==> src/design/lz77td_pkg.sv <==
package lz77td_pkg;

  // history window and result packing
  localparam int unsigned HIST_DEPTH = 256;
  localparam int unsigned HIST_AW    = $clog2(HIST_DEPTH);
  localparam int unsigned LANES      = 4;
  localparam int unsigned CNT_W      = 3;
  localparam int unsigned BYTE_W     = 8;

  // stream word layouts
  localparam int unsigned IN_DATA_W  = 24;
  localparam int unsigned OUT_DATA_W = 40;

  // literal substitution
  localparam logic [BYTE_W-1:0] LIT_ZERO_CHAR = 8'h30;
  localparam logic [BYTE_W-1:0] LIT_SPACE     = 8'h20;

  typedef enum logic [1:0] {
    ST_IDLE,
    ST_READ,
    ST_COPY,
    ST_LIT
  } dec_state_t;

endpackage

==> src/design/lz77_triple_decoder.sv <==
// LZ77 triple decoder. Each input word carries one code (back offset, copy
// length, literal byte). With a nonzero offset the decoder copies copy_length
// bytes one at a time from offset bytes back in a 256-byte circular history,
// so overlapping copies repeat bytes written by the same copy; the literal
// (with '0' turned into a space) always follows. Decoded bytes leave packed
// four to an output word, with a byte count and tlast on the final word of
// the code. Unwritten history reads as zero. The history RAM has a
// registered read: each copied byte is read in ST_READ, then written and
// pushed in ST_COPY. A code with a zero offset or length goes straight
// to ST_LIT, which pushes the literal; both push states wait while the
// output word is stalled. in_tready is high only between codes;
// a finished output word can wait in the output register while the next
// code is accepted.
module lz77_triple_decoder (
  input  logic        clk,
  input  logic        rst_n,
  // input words
  input  logic        in_tvalid,
  output logic        in_tready,
  input  logic [23:0] in_tdata,   // back_offset[7:0], copy_length[15:8], literal_byte[23:16]
  // output words
  output logic        out_tvalid,
  input  logic        out_tready,
  output logic [39:0] out_tdata,  // byte_lane0..3[31:0], byte_count[34:32], zero pad[39:35]
  output logic        out_tlast   // last_of_code
);
  import lz77td_pkg::*;

  // sequencer and code registers
  dec_state_t          state_r, state_nxt;
  logic [HIST_AW-1:0]  off_r;
  logic [BYTE_W-1:0]   remain_r;
  logic [BYTE_W-1:0]   lit_r;
  logic [HIST_AW-1:0]  wp_r;

  // history memory, with valid bits standing for the all-zero reset
  logic [BYTE_W-1:0]   hist_mem [HIST_DEPTH];
  logic [HIST_DEPTH-1:0] hist_vld_r;
  logic [BYTE_W-1:0]   rd_data_r;
  logic                rd_vld_r;
  logic [HIST_AW-1:0]  rd_addr;

  // packing buffer
  logic [BYTE_W-1:0]   pack_r [LANES];
  logic [CNT_W-1:0]    pack_cnt_r;

  // output register
  logic                out_vld_r;
  logic [BYTE_W-1:0]   out_lane_r [LANES];
  logic [CNT_W-1:0]    out_cnt_r;
  logic                out_last_r;

  // datapath control
  logic                in_acc;
  logic                out_free;
  logic                rd_en;
  logic                push;
  logic                push_final;
  logic [BYTE_W-1:0]   push_byte;
  logic [CNT_W-1:0]    cnt_new;
  logic                flush;
  logic [BYTE_W-1:0]   lit_in;

  assign in_acc   = in_tvalid && in_tready;
  assign out_free = !out_vld_r || out_tready;
  assign rd_addr  = wp_r - off_r;
  assign lit_in   = (in_tdata[23:16] == LIT_ZERO_CHAR) ? LIT_SPACE : in_tdata[23:16];
  assign cnt_new  = pack_cnt_r + CNT_W'(1);
  assign flush    = push && ((cnt_new == CNT_W'(LANES)) || push_final);

  // next state
  always_comb begin
    state_nxt = state_r;
    unique case (state_r)
      ST_IDLE: begin
        if (in_tvalid) begin
          if ((in_tdata[7:0] != 8'd0) && (in_tdata[15:8] != 8'd0)) state_nxt = ST_READ;
          else state_nxt = ST_LIT;
        end
      end
      ST_READ: state_nxt = ST_COPY;
      ST_COPY: begin
        if (out_free) begin
          if (remain_r == BYTE_W'(1)) state_nxt = ST_LIT;
          else state_nxt = ST_READ;
        end
      end
      ST_LIT: begin
        if (out_free) state_nxt = ST_IDLE;
      end
      default: state_nxt = ST_IDLE;
    endcase
  end

  // sequencer outputs
  always_comb begin
    in_tready  = 1'b0;
    rd_en      = 1'b0;
    push       = 1'b0;
    push_final = 1'b0;
    push_byte  = lit_r;
    unique case (state_r)
      ST_IDLE: in_tready = 1'b1;
      ST_READ: rd_en = 1'b1;
      ST_COPY: begin
        push      = out_free;
        push_byte = rd_vld_r ? rd_data_r : '0;
      end
      ST_LIT: begin
        push       = out_free;
        push_final = 1'b1;
        push_byte  = lit_r;
      end
      default: in_tready = 1'b0;
    endcase
  end

  always_ff @(posedge clk) begin
    if (!rst_n) begin
      state_r <= ST_IDLE;
    end else begin
      state_r <= state_nxt;
    end
  end

  // code fields and copy counter
  always_ff @(posedge clk) begin
    if (in_acc) begin
      off_r    <= in_tdata[7:0];
      remain_r <= in_tdata[15:8];
      lit_r    <= lit_in;
    end else if (push && !push_final) begin
      remain_r <= remain_r - BYTE_W'(1);
    end
  end

  // write pointer and valid bits
  always_ff @(posedge clk) begin
    if (!rst_n) begin
      wp_r       <= '0;
      hist_vld_r <= '0;
    end else if (push) begin
      wp_r             <= wp_r + HIST_AW'(1);
      hist_vld_r[wp_r] <= 1'b1;
    end
  end

  // history ram: one write port, one registered read port
  always_ff @(posedge clk) begin
    if (push) begin
      hist_mem[wp_r] <= push_byte;
    end
    if (rd_en) begin
      rd_data_r <= hist_mem[rd_addr];
      rd_vld_r  <= hist_vld_r[rd_addr];
    end
  end

  // packing buffer
  always_ff @(posedge clk) begin
    if (!rst_n) begin
      pack_cnt_r <= '0;
    end else if (push) begin
      pack_cnt_r <= flush ? '0 : cnt_new;
    end
  end

  always_ff @(posedge clk) begin
    if (push) begin
      pack_r[pack_cnt_r[1:0]] <= push_byte;
    end
  end

  // output register, loaded when a word fills or the code ends
  always_ff @(posedge clk) begin
    if (!rst_n) begin
      out_vld_r <= 1'b0;
    end else if (flush) begin
      out_vld_r <= 1'b1;
    end else if (out_tready) begin
      out_vld_r <= 1'b0;
    end
  end

  always_ff @(posedge clk) begin
    if (flush) begin
      for (int i = 0; i < LANES; i++) begin
        if (CNT_W'(i) == pack_cnt_r) out_lane_r[i] <= push_byte;
        else if (CNT_W'(i) < pack_cnt_r) out_lane_r[i] <= pack_r[i];
        else out_lane_r[i] <= '0;
      end
      out_cnt_r  <= cnt_new;
      out_last_r <= push_final;
    end
  end

  assign out_tvalid = out_vld_r;
  assign out_tlast  = out_last_r;
  assign out_tdata  = {5'd0, out_cnt_r, out_lane_r[3], out_lane_r[2],
                       out_lane_r[1], out_lane_r[0]};

endmodule
==> config.mk <==
export PLATFORM = sky130hd
export DESIGN_NAME = lz77_triple_decoder
export DESIGN_NICKNAME = d
export VERILOG_FILES = /design/src/design/lz77td_pkg.sv /design/src/design/lz77_triple_decoder.sv
export SDC_FILE = /design/constraint.sdc
export NUM_CORES = 2
export LEC_CHECK = 0
export ABC_AREA = 1
export BUFFER_PORTS_ARGS = -buffer_cell sky130_fd_sc_hd__buf_2
export CAP_MARGIN = 20
export CORE_MARGIN = 3
export CORE_UTILIZATION = 30
export CTS_CLUSTER_DIAMETER = 50
export CTS_CLUSTER_SIZE = 40
export DETAILED_ROUTE_END_ITERATION = 12
export GPL_ROUTABILITY_DRIVEN = 0
export GPL_TIMING_DRIVEN = 0
export PLACE_DENSITY_LB_ADDON = 0.15
export SLEW_MARGIN = 20
export SYNTH_ARGS = -nofsm -noshare
export SYNTH_HDL_FRONTEND = slang
export SYNTH_SLANG_ARGS = --single-unit
==> constraint.sdc <==
create_clock -name clk -period 6.2 [get_ports clk]
set_input_delay 0.31 -clock clk [delete_from_list [all_inputs] [get_ports clk]]
set_output_delay 0.31 -clock clk [all_outputs]
set_load 0.01 [all_outputs]
-- After elaboration in Yosys (flattened, before gate mapping)
Memory sizes are Yosys's and may differ from the RTL's. A register that Yosys moved wholly into a read port is not among the register bits.
Cells that the tools add are included.
W data, S select, Z words.
- shift-type cells: 0
- order comparisons: 7
- reduce and logical (&&, ||, !) cells: 17
- bitwise operators: 9
- $mul: 0
- divide/modulo/power cells: 0
- eq/ne operators: 12
- $add $sub $neg: 4
- mux-type cells: 75
- operators by type and width (operator ; number):
    $or A256 B256 Y256 ; 1
    $mux W8 ; 12
    $mux W1 ; 54
    $lt A8 B9 Y1 const B ; 2
    $reduce_bool A8 Y1 ; 2
    $mux W2 ; 5
    $add A8 B1 Y8 const B ; 1
    $bmux W1 S8 ; 1
    $demux W1 S8 ; 1
    $eq A8 B1 Y1 const B ; 1
    $eq A8 B6 Y1 const B ; 1
    $ge A8 B1 Y1 const B ; 1
    $or A1 B1 Y1 ; 8
    $pmux W2 S4 ; 1
    $sub A8 B1 Y8 const B ; 1
    $sub A8 B8 Y8 ; 1
    $eq A2 B3 Y1 const A ; 2
    $lt A1 B3 Y1 const A ; 2
    $lt A2 B3 Y1 const A ; 2
    $ne A2 B2 Y1 const B ; 3
    $logic_and A1 B1 Y1 ; 5
    $eq A2 B2 Y1 const B ; 2
    $reduce_bool A2 Y1 ; 2
    $add A3 B1 Y3 const B ; 1
    other kinds (10) ; 12
- output and inout bits: 43
- RAM bits: 2112
- bits in registers: 299
- input bits: 28
- logic and storage cells: 138
- bits in latches: 0
- memories kept: 3
- memory bits (read-only): 0
- memory list (memory ; depth ; bits a word ; rd ports ; clocked after Yosys merged registers in ; write ports ; line ; text):
    hist_mem ; 256 ; 8 ; 1 ; 1 ; 1 ; lz77_triple_decoder.sv:37 ; logic [BYTE_W-1:0] hist_mem [HIST_DEPTH];
    out_lane_r ; 4 ; 8 ; 4 ; 0 ; 4 ; lz77_triple_decoder.sv:49 ; logic [BYTE_W-1:0] out_lane_r [LANES];
    pack_r ; 4 ; 8 ; 4 ; 0 ; 1 ; lz77_triple_decoder.sv:44 ; logic [BYTE_W-1:0] pack_r [LANES];

-- Longest topological paths before layout
- depth after elaboration: 8
- depth in mapped cells: 19
- mapped depth without buffers: 15

-- Worst setup path after synthesis
No wires, ideal clock.
- path kind: register to register
- start point: register state_r[1]
- end point: memory hist_mem[0][0], data pin
- buffers on the path: 1
- path slack: 1.445 ns
- stages on the path, launching flop included: 6
- required time: 5.421 ns
- period minus slack after synthesis: 4.755 ns
- library setup time: 0.779 ns
- arrival: 3.977 ns
- path through: dfxtp_1 -> inv_1 -> nor2_1 -> clkbuf_1 -> a31oi_1 -> inv_1
- longest elaborated chain between the ends: 2
- RTL lines (what ; line ; text):
    start: declaration ; lz77_triple_decoder.sv:30 ; dec_state_t state_r, state_nxt;
    start signal: assignment ; lz77_triple_decoder.sv:122 ; state_r <= state_nxt;
    $eq A2 B2 Y1 ; lz77_triple_decoder.sv:102 ; unique case (state_r)
    $mux W8 ; lz77_triple_decoder.sv:102 ;
    via push_byte[0] ; lz77_triple_decoder.sv:59 ; logic [BYTE_W-1:0] push_byte;
    end: declaration ; lz77_triple_decoder.sv:37 ;
The timed path passes the listed nets, and every way through them passes these cells.

-- Final worst setup path
- start point: register wp_r[0]
- end point: register rd_data_r[2], read port of hist_mem, data pin
- longest elaborated chain between the ends: 1
- RTL lines (what ; line ; text):
    start: declaration ; lz77_triple_decoder.sv:34 ; logic [HIST_AW-1:0] wp_r;
    start signal: assignment ; lz77_triple_decoder.sv:143 ; wp_r <= wp_r + HIST_AW'(1);
    $sub A8 B8 Y8 ; lz77_triple_decoder.sv:66 ; assign rd_addr = wp_r - off_r;
    end: declaration ; lz77_triple_decoder.sv:39 ; logic [BYTE_W-1:0] rd_data_r;
Every way passes these cells.
A chain may end at the register's enable or synchronous reset.

==> impl_metrics.ini <==
[synthesis]
synth.area.top_cells = edfxtp_1 (63%), nand2_1 (11%), nor2_1 (5.6%), nand3_1 (5.5%), dfxtp_1 (5.3%)
yosys.area.top_type = edfxtp_1
synth_area_per_cell_um2 = 9.94
syn_inst = 10314
synth_cell_types = 38
synth-seq-cells = 2419
ys_warn_count = 0
synth_top_area_share_pct = 62.9
synth_area_mm2 = 0.103
synth-seq-area-share_pct = 68.2

[cells_and_area]
final_common_cell = nand2_1
syn_to_final_growth_pct = 17.9
final_util_pct = 35.6
final_cell_mix = nand2_1 (3038), edfxtp_1 (2149), nor2_1 (1524)
final_nets = 10829
drive_gt1_share_pct = 9.15

[route]
wire_per_inst_um = 28.0
drt.antenna.violating_nets = 0
routed_wl_um = 437000
via_per_inst = 5.01
drt_first_pass_iters = 6
drc = 0
first_iter_violations = 10467
vias = 78149

[global_routing]
track_usage_pct = 24.4
grt_pass1_wl_um = 589000
first_global_vias = 72408
antenna_found_initial = 52
grt_max_degree = 98
overflow = 0

[clocking]
ctsHoldBuffers = 32
root_buffer = clkbuf_16
cts_tree = done
cts_sinks = 2419
clk_latency_ns = 0.93
clk_path_buf_depth = 4
ctsHtreeMaxLevel = 5
clk_pin_slew_worst_paths_ns = 0.06
ctsResizeCount = 0
cts_setup_buffers = 0
cts_buffers = 303

[floorplanning]
coreArea_mm2 = 0.340
die-area_mm2 = 0.349
rows = 214
fp.dieH_um = 591
io_pins = 71
die_w_um = 591
initial_utilization_pct = 30.2

[status]
status = finished clean

[worst_setup_path]
cp_max_fo = 11
path_buf_inv = 6
r2r_slack_ns = 0.17
path_common_cell = nand2_1
path_class = flip-flop to flip-flop
critPathTopFamily = buffers and inverters
path_cells = inv_1 -> ha_1 -> inv_1 -> buf_2 -> buf_4 -> buf_2 -> buf_2 -> nand2_1 -> nand3_1 -> nand3_1 -> nand2_1 -> nand2_1 -> nand3_1 -> nand3_1 -> nand3_1 -> nand2_1 -> nand2_1 -> nand2_1
crit_path_end_kind = flip-flop
startpoint_type = flip-flop
worstPathRequired_ns = 6.77
crit_arrival_ns = 6.60
cpPeakStageDelay_ns = 0.60
crit_slowest_cell = buf_2

[sta]
worst_slew_pin_slew_ns = 1.28
timing.final.hold_violations = 0
layout_min_cycle_time_ns = 6.03
setup_ws_ns = 0.167
final.period_utilization_pct = 97.3
slew_headroom_pct = 14.6
slew_viol_final = 0
skew_ns = 0.0720
rsz0062_at_grt = false
setup_viol = 0
tns_ns = 0
max_freq_ghz = 0.166

[power]
power.density_mw_per_mm2 = 401
p_comb_share_pct = 24.4
p_seq_share_pct = 37.7
p_leak_nw = 47.0
power.share.clock_pct = 37.9
irDropWorstVdd_mv = 0.231
cellInternalPower_mw = 31.3
swShare_pct = 35.5
p_sw_mw = 17.2

[job]
drv_cap = 0

[worst_hold_path]
min_path_type = input pin to flip-flop

[placement]
pre_cts_slack_ns = 0.500
dpl.hpwl_um = 316000
io_buffers = 65
## flip-flops by register name (all words and copies together), names as in the netlist
signal / count
hist_mem: 2048
hist_vld_r: 256
out_lane_r: 32
pack_r: 32
lit_r: 8
off_r: 8
rd_data_r: 8
remain_r: 8
wp_r: 8
out_cnt_r: 3
pack_cnt_r: 3
state_r: 2
out_tlast: 1
out_tvalid: 1
rd_vld_r: 1
## power by group through the flow
stage	registers, mW	clock network [mW]	logic (mW)
floorplan	18.8	0	5.34
global placement	19.1	0	11.2
detailed placement	18.6	0	11.5
CTS	18.3	18.6	11.5
global route	18.3	19.2	12.3
finish	18.3	18.4	11.8
## synthesized netlist by cell type (all sizes together)
| master | number |
|---|---|
| o211ai | 11 |
| xor2 | 8 |
| dfxtp | 270 |
| nand3 | 1122 |
| or3 | 1 |
| o22ai | 8 |
| nor3 | 1 |
| a21oi | 33 |
| o21ai | 460 |
| a2111oi | 1 |
| fa | 1 |
| xnor2 | 4 |
| buf | 242 |
| ha | 19 |
| nand3b | 2 |
| a22oi | 1 |
| nor4 | 6 |
| clkbuf | 343 |
| a211oi | 4 |
| or2 | 77 |
| clkinv | 2 |
| inv | 932 |
| o21a | 23 |
| conb | 1 |
| nand4 | 5 |
| a31oi | 8 |
| nor2 | 1540 |
| nand2 | 3040 |
| edfxtp | 2149 |
## per-stage QoR
| step | total power, mW | hold WS, ns | instances | instance area, um2 |
|---|---|---|---|---|
| floorplan | 24.1 | 0.409 | 10318 | 103000 |
| global placement | 30.3 | 0.440 | 14919 | 109000 |
| detailed placement | 30.1 | 0.453 | 14975 | 110000 |
| CTS | 48.4 | 0.000700 | 15566 | 121000 |
| global route | 49.8 | 0.0928 | 15576 | 121000 |
| finish | 48.5 | 0.0761 | 15592 | 121000 |
## cell families (layout without fill, tap and decap cells)
logic type      count (synthesis)  after routing  share of synthesized area [%]
simple gates                 5794           5794                           22.8
flops                        2419           2419                           68.2
other cells                     1             26                        0.00366
buf+inv                      1519           2236                           5.80
fa+ha+maj                      20             20                          0.251
xor+xnor                       12             12                          0.132
compound gates                549            549                           2.80
## metal layers
layer	track usage, %	vias up	share of wire, %
met5	0	-	0.0027
met4	11.4	2	5.3
met3	5.87	821	10
met2	37.0	4037	43
met1	32.7	38490	41
li1	-	34799	-
## tightest hold or removal path, cell delays in order
cell,delay (ns)
buf_2,0.09
nand2_1,0.12
inv_1,0.16
o21ai_0,0.12
## cell type report
class | instances | area (um2)
repair buffers | 158 | 2000
inverters | 934 | 3560
flip-flops and latches | 2419 | 69900
diodes | 21 | 52.6
fillers | 34359 | 219000
clock inverters | 211 | 2350
plain buffers | 585 | 2520
well taps | 4536 | 5680
clock buffers | 348 | 8040
multi-input cells | 6380 | 26800
## worst paths after layout
check / end / cells after the start / from
setup reg to reg: rd_data_r[2] / 18 / wp_r[0]
setup / recovery: rd_data_r[2] / 18 / wp_r[0]
hold / removal: remain_r[7] / 4 / in_tvalid
hold reg to reg: hist_vld_r[107] / 1 / hist_vld_r[107]
(Power assumes the default switching activity.)
